--- src/design/cns_pkg.sv ---
// shared types, constants and helper functions of the colored noise shaper
`timescale 1ns / 1ps

package cns_pkg;

  // default half scale of the unsigned output
  localparam int unsigned HALF_SCALE_DEF = 32768;

  // configuration port
  localparam int unsigned ADDR_W = 3;
  localparam logic REG_NOISE_TYPE = 1'b0;
  localparam logic REG_GAIN       = 1'b1;
  localparam logic [15:0] GAIN_RESET = 16'd32768;

  // noise coloring codes
  localparam logic [1:0] NT_WHITE = 2'd0;
  localparam logic [1:0] NT_PINK  = 2'd1;
  localparam logic [1:0] NT_BROWN = 2'd2;

  // pink filter: six pole/zero terms plus one delayed term
  localparam int unsigned PINK_FILTERS = 6;
  localparam int unsigned PINK_TERMS   = 7;

  // q0.20 coefficients
  localparam logic signed [20:0] DIRECT_K   = 21'sd562246;
  localparam logic signed [20:0] DELAY_K    = 21'sd121557;
  localparam logic signed [20:0] BROWN_STEP = 21'sd20972;

  // shared multiplier operand selection
  typedef enum logic [3:0] {
    MUL_NONE,
    MUL_POLE,
    MUL_FEED,
    MUL_DIRECT,
    MUL_DELAY,
    MUL_BROWN,
    MUL_GAIN,
    MUL_PLO,
    MUL_PHI
  } cns_mul_e;

  // use of the product registered in the previous cycle
  typedef enum logic [3:0] {
    POST_NONE,
    POST_TLOAD,
    POST_TUPD,
    POST_DIRECT,
    POST_DELAY,
    POST_BROWN,
    POST_P1,
    POST_ALO,
    POST_AHI,
    POST_OUT
  } cns_post_e;

  // command from the sequencer to the datapath
  typedef struct packed {
    logic      start;
    cns_mul_e  mul_sel;
    logic [2:0] mul_idx;
    cns_post_e post_op;
    logic [2:0] post_idx;
  } cns_cmd_t;

  // feedback coefficient of pink term idx
  function automatic logic signed [20:0] pole_coef(input logic [2:0] idx);
    logic signed [20:0] c;
    case (idx)
      3'd0: c = 21'sd1047381;
      3'd1: c = 21'sd1041572;
      3'd2: c = 21'sd1016070;
      3'd3: c = 21'sd908591;
      3'd4: c = 21'sd576717;
      3'd5: c = -21'sd798595;
      default: c = '0;
    endcase
    return c;
  endfunction

  // feed coefficient of pink term idx
  function automatic logic signed [20:0] feed_coef(input logic [2:0] idx);
    logic signed [20:0] c;
    case (idx)
      3'd0: c = 21'sd58215;
      3'd1: c = 21'sd78723;
      3'd2: c = 21'sd161326;
      3'd3: c = 21'sd325568;
      3'd4: c = 21'sd558841;
      3'd5: c = -21'sd17719;
      default: c = '0;
    endcase
    return c;
  endfunction

  // saturate to the q3.20 range
  function automatic logic signed [23:0] sat24(input logic signed [27:0] x);
    logic signed [23:0] r;
    if (x > 28'sd8388607) begin
      r = 24'sd8388607;
    end else if (x < -28'sd8388608) begin
      r = -24'sd8388608;
    end else begin
      r = 24'(x);
    end
    return r;
  endfunction

endpackage

--- src/design/cns_if.sv ---
// valid/ready channels for input items and result items
`timescale 1ns / 1ps

interface cns_in_if;
  logic               valid;
  logic               ready;
  logic signed [15:0] white_sample;
  logic               restart;

  modport source (output valid, output white_sample, output restart, input ready);
  modport sink (input valid, input white_sample, input restart, output ready);
endinterface

interface cns_out_if;
  logic        valid;
  logic        ready;
  logic [15:0] audio_out;

  modport source (output valid, output audio_out, input ready);
  modport sink (input valid, input audio_out, output ready);
endinterface

--- src/design/cns_dp.sv ---
// datapath: shared multiplier, filter state, accumulators and output register
`timescale 1ns / 1ps

module cns_dp #(
  parameter int unsigned HALF_SCALE = cns_pkg::HALF_SCALE_DEF
) (
  input  logic               clk_i,
  input  logic               rst_ni,
  input  cns_pkg::cns_cmd_t  cmd_i,
  input  logic signed [15:0] white_sample_i,
  input  logic               restart_i,
  input  logic [15:0]        gain_i,
  output logic [15:0]        audio_out_o
);
  import cns_pkg::*;

  localparam logic [22:0] Hm1    = 23'(HALF_SCALE - 1);
  localparam logic [23:0] OutMax = 24'(2 * HALF_SCALE - 1);

  logic signed [20:0] w_q;
  logic signed [23:0] terms_q [PINK_TERMS];
  logic signed [23:0] brown_q;
  logic signed [25:0] tacc_q;
  logic signed [27:0] sum_q;
  logic signed [23:0] v_q;
  logic signed [39:0] p1_q;
  logic signed [63:0] acc_q;
  logic signed [49:0] prod_q;
  logic [15:0]        audio_q;

  logic signed [24:0] mul_a;
  logic signed [24:0] mul_b;
  logic signed [49:0] rnd_full;
  logic signed [29:0] rnd;
  logic signed [27:0] t_raw;
  logic signed [23:0] t_new;
  logic signed [25:0] b_raw;
  logic signed [23:0] b_new;
  logic signed [28:0] o_shr;
  logic signed [29:0] o_raw;
  logic [15:0]        o_sat;

  // multiplier operand selection
  always_comb begin
    mul_a = '0;
    mul_b = '0;
    case (cmd_i.mul_sel)
      MUL_POLE: begin
        mul_a = 25'(pole_coef(cmd_i.mul_idx));
        mul_b = 25'(terms_q[cmd_i.mul_idx]);
      end
      MUL_FEED: begin
        mul_a = 25'(w_q);
        mul_b = 25'(feed_coef(cmd_i.mul_idx));
      end
      MUL_DIRECT: begin
        mul_a = 25'(w_q);
        mul_b = 25'(DIRECT_K);
      end
      MUL_DELAY: begin
        mul_a = 25'(w_q);
        mul_b = 25'(DELAY_K);
      end
      MUL_BROWN: begin
        mul_a = 25'(w_q);
        mul_b = 25'(BROWN_STEP);
      end
      MUL_GAIN: begin
        mul_a = 25'(v_q);
        mul_b = $signed({9'd0, gain_i});
      end
      MUL_PLO: begin
        mul_a = $signed({5'd0, p1_q[19:0]});
        mul_b = $signed({2'd0, Hm1});
      end
      MUL_PHI: begin
        mul_a = 25'($signed(p1_q[39:20]));
        mul_b = $signed({2'd0, Hm1});
      end
      default: begin
        mul_a = '0;
        mul_b = '0;
      end
    endcase
  end

  // rounded q0.20 product, term update, brown clamp and output saturation
  always_comb begin
    rnd_full = prod_q + 50'sd524288;
    rnd      = $signed(rnd_full[49:20]);
    t_raw    = 28'(tacc_q) + 28'(rnd);
    t_new    = sat24(t_raw);
    b_raw    = 26'(brown_q) + 26'(rnd);
    if (b_raw > 26'sd1048576) begin
      b_new = 24'sd1048576;
    end else if (b_raw < -26'sd1048576) begin
      b_new = -24'sd1048576;
    end else begin
      b_new = 24'(b_raw);
    end
    o_shr = $signed(acc_q[63:35]);
    o_raw = 30'(o_shr) + $signed({7'd0, Hm1});
    if (o_raw < 30'sd0) begin
      o_sat = '0;
    end else if (o_raw > $signed({6'd0, OutMax})) begin
      o_sat = OutMax[15:0];
    end else begin
      o_sat = o_raw[15:0];
    end
  end

  // filter state, cleared by reset and by a restart item
  always_ff @(posedge clk_i or negedge rst_ni) begin
    if (!rst_ni) begin
      for (int k = 0; k < PINK_TERMS; k++) begin
        terms_q[k] <= '0;
      end
      brown_q <= '0;
    end else if (cmd_i.start) begin
      if (restart_i) begin
        for (int k = 0; k < PINK_TERMS; k++) begin
          terms_q[k] <= '0;
        end
        brown_q <= '0;
      end
    end else begin
      case (cmd_i.post_op)
        POST_TUPD:  terms_q[cmd_i.post_idx] <= t_new;
        POST_DELAY: terms_q[PINK_TERMS-1] <= sat24(28'(rnd));
        POST_BROWN: brown_q <= b_new;
        default: ;
      endcase
    end
  end

  // working registers
  always_ff @(posedge clk_i) begin
    prod_q <= mul_a * mul_b;
    if (cmd_i.start) begin
      w_q   <= {white_sample_i, 5'd0};
      v_q   <= 24'($signed({white_sample_i, 5'd0}));
      sum_q <= restart_i ? '0 : 28'(terms_q[PINK_TERMS-1]);
    end else begin
      case (cmd_i.post_op)
        POST_TLOAD:  tacc_q <= 26'(rnd);
        POST_TUPD:   sum_q <= sum_q + 28'(t_new);
        POST_DIRECT: sum_q <= sum_q + 28'(rnd);
        POST_DELAY:  v_q <= sat24(sum_q);
        POST_BROWN:  v_q <= b_new;
        POST_P1:     p1_q <= prod_q[39:0];
        POST_ALO:    acc_q <= 64'(prod_q);
        POST_AHI:    acc_q <= acc_q + (64'(prod_q) <<< 20);
        POST_OUT:    audio_q <= o_sat;
        default: ;
      endcase
    end
  end

  assign audio_out_o = audio_q;

endmodule

--- src/design/cns_ctrl.sv ---
// sequencer: steps the shared multiplier through one item and drives the handshakes
`timescale 1ns / 1ps

module cns_ctrl (
  input  logic              clk_i,
  input  logic              rst_ni,
  input  logic              in_valid_i,
  output logic              in_ready_o,
  output logic              out_valid_o,
  input  logic              out_ready_i,
  input  logic [1:0]        noise_type_i,
  output cns_pkg::cns_cmd_t cmd_o
);
  import cns_pkg::*;

  localparam logic [1:0] ST_IDLE  = 2'd0;
  localparam logic [1:0] ST_PINK  = 2'd1;
  localparam logic [1:0] ST_BROWN = 2'd2;
  localparam logic [1:0] ST_SCALE = 2'd3;

  localparam logic [3:0] PINK_DIRECT = 4'd12;
  localparam logic [3:0] PINK_DELAY  = 4'd13;

  localparam logic [3:0] SC_GAIN = 4'd0;
  localparam logic [3:0] SC_P1   = 4'd1;
  localparam logic [3:0] SC_PLO  = 4'd2;
  localparam logic [3:0] SC_PHI  = 4'd3;
  localparam logic [3:0] SC_AHI  = 4'd4;

  localparam logic [2:0] LastFilter = 3'(PINK_FILTERS - 1);

  logic [1:0] state_q, state_d;
  logic [3:0] step_q, step_d;
  logic       out_valid_q, out_valid_d;

  // step schedule
  always_comb begin
    state_d        = state_q;
    step_d         = step_q;
    in_ready_o     = 1'b0;
    cmd_o          = '0;
    cmd_o.mul_sel  = MUL_NONE;
    cmd_o.post_op  = POST_NONE;
    unique case (state_q)
      ST_IDLE: begin
        in_ready_o = 1'b1;
        if (in_valid_i) begin
          cmd_o.start = 1'b1;
          step_d      = '0;
          case (noise_type_i)
            NT_PINK:  state_d = ST_PINK;
            NT_BROWN: state_d = ST_BROWN;
            default:  state_d = ST_SCALE;
          endcase
        end
      end
      ST_PINK: begin
        step_d = step_q + 4'd1;
        if (step_q < PINK_DIRECT) begin
          cmd_o.mul_idx = step_q[3:1];
          if (!step_q[0]) begin
            cmd_o.mul_sel = MUL_POLE;
            if (step_q != '0) begin
              cmd_o.post_op  = POST_TUPD;
              cmd_o.post_idx = step_q[3:1] - 3'd1;
            end
          end else begin
            cmd_o.mul_sel = MUL_FEED;
            cmd_o.post_op = POST_TLOAD;
          end
        end else if (step_q == PINK_DIRECT) begin
          cmd_o.mul_sel  = MUL_DIRECT;
          cmd_o.post_op  = POST_TUPD;
          cmd_o.post_idx = LastFilter;
        end else if (step_q == PINK_DELAY) begin
          cmd_o.mul_sel = MUL_DELAY;
          cmd_o.post_op = POST_DIRECT;
        end else begin
          cmd_o.post_op = POST_DELAY;
          state_d       = ST_SCALE;
          step_d        = '0;
        end
      end
      ST_BROWN: begin
        if (step_q == '0) begin
          cmd_o.mul_sel = MUL_BROWN;
          step_d        = 4'd1;
        end else begin
          cmd_o.post_op = POST_BROWN;
          state_d       = ST_SCALE;
          step_d        = '0;
        end
      end
      ST_SCALE: begin
        step_d = step_q + 4'd1;
        case (step_q)
          SC_GAIN: cmd_o.mul_sel = MUL_GAIN;
          SC_P1:   cmd_o.post_op = POST_P1;
          SC_PLO:  cmd_o.mul_sel = MUL_PLO;
          SC_PHI: begin
            cmd_o.mul_sel = MUL_PHI;
            cmd_o.post_op = POST_ALO;
          end
          SC_AHI:  cmd_o.post_op = POST_AHI;
          default: begin
            // wait until the output register is free
            step_d = step_q;
            if (!out_valid_q || out_ready_i) begin
              cmd_o.post_op = POST_OUT;
              state_d       = ST_IDLE;
            end
          end
        endcase
      end
      default: state_d = ST_IDLE;
    endcase
  end

  // output item valid
  always_comb begin
    if (cmd_o.post_op == POST_OUT) begin
      out_valid_d = 1'b1;
    end else if (out_ready_i) begin
      out_valid_d = 1'b0;
    end else begin
      out_valid_d = out_valid_q;
    end
  end

  always_ff @(posedge clk_i or negedge rst_ni) begin
    if (!rst_ni) begin
      state_q     <= ST_IDLE;
      step_q      <= '0;
      out_valid_q <= 1'b0;
    end else begin
      state_q     <= state_d;
      step_q      <= step_d;
      out_valid_q <= out_valid_d;
    end
  end

  assign out_valid_o = out_valid_q;

endmodule

--- src/design/colored_noise_shaper_core.sv ---
// top level: configuration registers, sequencer and datapath of the noise shaper
`timescale 1ns / 1ps

// Each input item carries one Q1.15 white sample and gives one unsigned audio
// sample, colored white, pink or brown by the noise_type register, scaled by
// gain and offset to HALF_SCALE - 1. One 25x25 multiplier, registered at its
// output, is shared by all filter products and the gain scaling, so an item
// occupies the block until all of its products are done, longest in pink mode
// and shortest in white mode, before the next item can be taken. The result
// sits in an output register, so a new item is accepted while the previous
// result waits for the sink. An item with restart set clears the pink and
// brown state before it is filtered.

module colored_noise_shaper_core #(
  parameter int unsigned HALF_SCALE = cns_pkg::HALF_SCALE_DEF
) (
  input  logic                       clk_i,
  input  logic                       rst_ni,
  cns_in_if.sink                     item_in_i,
  cns_out_if.source                  item_out_o,
  input  logic                       psel,
  input  logic                       penable,
  input  logic                       pwrite,
  input  logic [cns_pkg::ADDR_W-1:0] paddr,
  input  logic [31:0]                pwdata,
  output logic [31:0]                prdata,
  output logic                       pready
);
  import cns_pkg::*;

  logic [1:0]  noise_type_q;
  logic [15:0] gain_q;
  logic        cfg_wr;
  cns_cmd_t    cmd;

  // configuration registers
  assign pready = 1'b1;
  assign cfg_wr = psel && penable && pwrite;

  always_ff @(posedge clk_i or negedge rst_ni) begin
    if (!rst_ni) begin
      noise_type_q <= NT_WHITE;
      gain_q       <= GAIN_RESET;
    end else if (cfg_wr) begin
      unique case (paddr[ADDR_W-1])
        REG_NOISE_TYPE: noise_type_q <= pwdata[1:0];
        REG_GAIN:       gain_q <= pwdata[15:0];
        default: ;
      endcase
    end
  end

  // register read back
  always_comb begin
    unique case (paddr[ADDR_W-1])
      REG_NOISE_TYPE: prdata = {30'd0, noise_type_q};
      REG_GAIN:       prdata = {16'd0, gain_q};
      default:        prdata = '0;
    endcase
  end

  cns_ctrl u_ctrl (
    .clk_i        (clk_i),
    .rst_ni       (rst_ni),
    .in_valid_i   (item_in_i.valid),
    .in_ready_o   (item_in_i.ready),
    .out_valid_o  (item_out_o.valid),
    .out_ready_i  (item_out_o.ready),
    .noise_type_i (noise_type_q),
    .cmd_o        (cmd)
  );

  cns_dp #(
    .HALF_SCALE (HALF_SCALE)
  ) u_dp (
    .clk_i          (clk_i),
    .rst_ni         (rst_ni),
    .cmd_i          (cmd),
    .white_sample_i (item_in_i.white_sample),
    .restart_i      (item_in_i.restart),
    .gain_i         (gain_q),
    .audio_out_o    (item_out_o.audio_out)
  );

  // an accepted item keeps the sequencer busy in the following cycle
  assert property (@(posedge clk_i) disable iff (!rst_ni)
    item_in_i.valid && item_in_i.ready |=> !item_in_i.ready)
    else $error("input accepted on consecutive cycles");

  // the datapath only latches a new item when one is accepted
  assert property (@(posedge clk_i) disable iff (!rst_ni)
    cmd.start |-> item_in_i.valid && item_in_i.ready)
    else $error("item start without input handshake");

  // a result never overwrites one that the sink has not taken
  assert property (@(posedge clk_i) disable iff (!rst_ni)
    cmd.post_op == POST_OUT |-> !item_out_o.valid || item_out_o.ready)
    else $error("result register overwritten");

  // no result appears in the cycle right after an accept
  assert property (@(posedge clk_i) disable iff (!rst_ni)
    item_in_i.valid && item_in_i.ready |=> !$rose(item_out_o.valid))
    else $error("result too early after accept");

endmodule
--- src/flat_wrapper.sv ---
// flat-port wrapper written by rule: the top's interface ports become plain ports
module colored_noise_shaper_core_flat import cns_pkg::*;
#(
  parameter int unsigned HALF_SCALE = cns_pkg::HALF_SCALE_DEF
)
  (clk_i, rst_ni, psel, penable, pwrite, paddr, pwdata, prdata, pready, item_in_i_valid, item_in_i_white_sample, item_in_i_restart, item_in_i_ready, item_out_o_valid, item_out_o_audio_out, item_out_o_ready);
  cns_in_if item_in_i_i ();
  cns_out_if item_out_o_i ();
  input  logic clk_i;
  input  logic rst_ni;
  input  logic psel;
  input  logic penable;
  input  logic pwrite;
  input  logic [cns_pkg::ADDR_W-1:0] paddr;
  input  logic [31:0] pwdata;
  output logic [31:0] prdata;
  output logic pready;
  input wire logic [$bits(item_in_i_i.valid)-1:0] item_in_i_valid;
  input wire logic [$bits(item_in_i_i.white_sample)-1:0] item_in_i_white_sample;
  input wire logic [$bits(item_in_i_i.restart)-1:0] item_in_i_restart;
  output wire logic [$bits(item_in_i_i.ready)-1:0] item_in_i_ready;
  output wire logic [$bits(item_out_o_i.valid)-1:0] item_out_o_valid;
  output wire logic [$bits(item_out_o_i.audio_out)-1:0] item_out_o_audio_out;
  input wire logic [$bits(item_out_o_i.ready)-1:0] item_out_o_ready;
  assign item_in_i_i.valid = item_in_i_valid;
  assign item_in_i_i.white_sample = item_in_i_white_sample;
  assign item_in_i_i.restart = item_in_i_restart;
  assign item_in_i_ready = item_in_i_i.ready;
  assign item_out_o_valid = item_out_o_i.valid;
  assign item_out_o_audio_out = item_out_o_i.audio_out;
  assign item_out_o_i.ready = item_out_o_ready;
  colored_noise_shaper_core #(.HALF_SCALE(HALF_SCALE)) u_core (.clk_i(clk_i), .rst_ni(rst_ni), .item_in_i(item_in_i_i), .item_out_o(item_out_o_i), .psel(psel), .penable(penable), .pwrite(pwrite), .paddr(paddr), .pwdata(pwdata), .prdata(prdata), .pready(pready));
endmodule
--- config.mk ---
export PLATFORM = sky130hd
export DESIGN_NAME = colored_noise_shaper_core_flat
export DESIGN_NICKNAME = d
export VERILOG_FILES = /design/src/design/cns_pkg.sv /design/src/design/cns_if.sv /design/src/design/cns_dp.sv /design/src/design/cns_ctrl.sv /design/src/design/colored_noise_shaper_core.sv /design/src/flat_wrapper.sv
export SDC_FILE = /design/constraint.sdc
export NUM_CORES = 2
export LEC_CHECK = 0
export ABC_AREA = 1
export BUFFER_PORTS_ARGS = -buffer_cell sky130_fd_sc_hd__buf_2
export CORE_ASPECT_RATIO = 1.2
export CORE_UTILIZATION = 40
export CTS_BUF_LIST = sky130_fd_sc_hd__clkbuf_16
export DETAILED_ROUTE_END_ITERATION = 6
export PLACE_DENSITY = 0.57
export RECOVER_POWER = 50
export SETUP_SLACK_MARGIN = 0.15
export SLEW_MARGIN = 5
export SYNTH_ARGS = -nofsm -noshare
export SYNTH_HDL_FRONTEND = slang
export SYNTH_HIERARCHICAL = 1
export SYNTH_SLANG_ARGS = --single-unit
--- constraint.sdc ---
create_clock -name clk_i -period 11.15 [get_ports clk_i]
set_input_delay 2.23 -clock clk_i [delete_from_list [all_inputs] [get_ports clk_i]]
set_output_delay 2.23 -clock clk_i [all_outputs]
set_load 0.01 [all_outputs]
==> reports/results.ini <==
[layout]
fin_cells=8537
drive_gt1_frac=0.05481
layout.nets=7776
layout_commonest_cell=nand2_1
final_cell_mix=1493 x nand2_1, 1427 x inv_1, 646 x fa_1
fillers=13320
areaGrowthSynthToFinish_pct=8.016

[yosys]
ys_types=66
syn_inst=6735
seq_area_frac_synth=0.2326
synth_top_area_share=0.2468
synth-simple-area-share=0.2057
synthFlopType=dfrtp_1
yosysTopAreaCell=fa_1
yosysWarnings=6
syn_area_per_cell_um2=7.791
synth_area_leaders=fa_1 25%, edfxtp_1 11%, nand2_1 11%
ys_seq_elements=461
synth_top_family_by_area=adder cells
muxShareOfSynthArea=0
syn_area_um2=52480
synth-xor-area-share=0.02520
synthArstFlopShare=0.4707
synthAdderAreaFrac=0.3124
synth-edff-count=189
synth_compound_area_frac=0.09955

[timing]
fmax_ghz=0.09607
grt_setup_unrepaired=no
relSlewSlack=-3.168
period_needed_ns=10.41
timing.final.hold_violations=0
finalMaxSlewViolations=359
setup_viol=0
fin_skew_ns=0.04041
fin_ws_ns=0.7405
min_period_over_period=0.9336
tightestPinTransition_ns=6.253
tns_ns=0

[routing]
drcViolationCount=0
vias_per_cell=5.288
vias=45150
ant_nets=0
wl_um=182400
drt-initial-drc-count=3850
wl_per_cell_um=21.36
first_pass_iters=6

[min_path]
hold_path_class=reg -> reg
whs_path_depth=0
whs_endpoint=u_core/u_dp/p1_q[3]
min_from=u_core/u_dp/prod_q[3]

[clocking]
clk_latency_ns=0.68
cts_made_buffers=56
cts_root_buf=clkbuf_16
clock_sinks=461
cts.clk_slew.worst_paths_ns=0.06
cts.path.max_buffers=3
h-tree-depth=2
tritoncts=yes

[placement]
portBuffers=74
preCtsSetupSlack_ns=0.7480
placed_cells=8427
place.gp.congestion=1.004
dpl.hpwl_um=145900

[critical_path]
crit_type=reg -> reg
rrSetupSlack_ns=0.74
critPathSlowestCell=fa_1
required_ns=11.72
crit_path_max_fanout=11
r2r_start=u_core/u_ctrl/step_q[0]
reg2reg_depth=39
reg2reg_to=u_core/u_dp/prod_q[40]
cp-start-kind=flop
endpoint_kind=flop
worst-endpoint-arrival_ns=10.98
cpPeakStageDelay_ns=0.57

[floorplanning]
core-area_um2=130100
fp.dieW_um=332.6
start_util=0.4034
die_y_um=398.8
rows=145
io_pins=110
die_area_um2=132600

[global_routing]
grt_first_pass_wirelength_um=276600
antenna_found_initial=3
grt_pass1_vias=45300
grt_max_degree=102
grt_use_total=0.2767
gr-total-overflow=0

[status]
violations=max-capacitance violations, max-slew violations
status=finished with violations

[job]
cap_violations=7

[cells in the mapped netlist (89+ instances only)]
library cell     n
a21oi_1        272
o21ai_0        228
edfxtp_1       189
nor2_1         640
clkbuf_1       115
ha_1           275
dfrtp_1        216
nand3_1        239
inv_1         1415
nand2_1       1493
o22ai_1        135
xor2_1          89
fa_1           647
[how the worst max path moves through the flow]
| stage | startpoint | endpoint | slack [ns] | cells past startpoint |
|---|---|---|---|---|
| 2_1_floorplan | u_core/u_ctrl/step_q[0] | u_core/u_dp/prod_q[44] | 2.30 | 34 |
| 3_3_place_gp | u_core/u_ctrl/step_q[0] | u_core/u_dp/prod_q[46] | 0.81 | 39 |
| 3_5_place_dp | u_core/u_ctrl/step_q[1] | u_core/u_dp/prod_q[46] | 0.75 | 39 |
| 4_1_cts | u_core/u_ctrl/step_q[1] | u_core/u_dp/prod_q[46] | 0.68 | 39 |
| 5_1_grt | u_core/u_ctrl/step_q[1] | u_core/u_dp/prod_q[46] | 0.25 | 39 |
| 6_report | u_core/u_ctrl/step_q[0] | u_core/u_dp/prod_q[40] | 0.74 | 39 |
[layer usage]
metal,routed length [µm],GRT usage
met1,76670,0.3702
met2,84410,0.4527
met3,13150,0.03609
met4,8132,0.1129
met5,13,0
[logic make-up after synthesis]
family / count (synthesis)
AND/OR/NAND/NOR: 2612
buffers and inverters: 1682
adder cells (fa/ha/maj): 922
AO/OA/AOI/OAI: 905
flip-flops: 461
XOR/XNOR: 151
other: 2
[flip-flops by register name, summed over array words and instances, names as in the netlist]
signal                     flops
u_core/u_dp/prod_q            50
u_core/noise_type_q            2
u_core/u_dp/v_q               24
u_core/u_dp/tacc_q            26
u_core/u_dp/sum_q             28
u_core/u_dp/terms_q          168
u_core/u_dp/acc_q             44
u_core/u_ctrl/step_q           4
u_core/u_dp/audio_out_o       16
u_core/u_ctrl/out_valid_o      1
u_core/u_dp/w_q               16
u_core/u_ctrl/state_q          2
u_core/u_dp/p1_q              40
u_core/gain_q                 16
u_core/u_dp/brown_q           24
[cell type report]
type	instances	area [µm²]	area share
repair buffers	205	1256	0.02216
multi-input cells	4607	33880	0.5977
flip-flops and latches	461	12210	0.2154
clock buffers	56	1401	0.02472
inverters	1464	5498	0.09699
clock inverters	49	312.8	0.005519
well taps	1690	2115	0.03731
diodes	5	12.51	0.0002207
[per-stage QoR]
step | instance area [µm²] | hold slack, ns | util
floorplan | 52530 | 0.4123 | -
global placement | 55140 | 0.4227 | 0.4239
detailed placement | 55140 | 0.4368 | 0.4239
CTS | 56850 | 0.4446 | 0.4370
global route | 56670 | 0.4558 | 0.4356
finish | 56680 | 0.4414 | 0.4357
[what timing repair did]
item                                   in CTS  in global routing
setup buffers                               0                  0
endpoints found under the hold margin       0                  0
resized for setup                           0                  2
setup endpoints to repair                   0                  2
hold buffers                                0                  0
[critical path: cells and delay by family (launching register included)]
kind,cells,cell delay (ns)
compound gates,8,1.44
fa+ha+maj,9,4.28
buf+inv,12,2.05
flops,1,0.43
simple gates,10,2.08
Power is left out: the tool's default activity adds up to more than one toggle a clock period on the data nets, which glitch-free logic cannot reach.
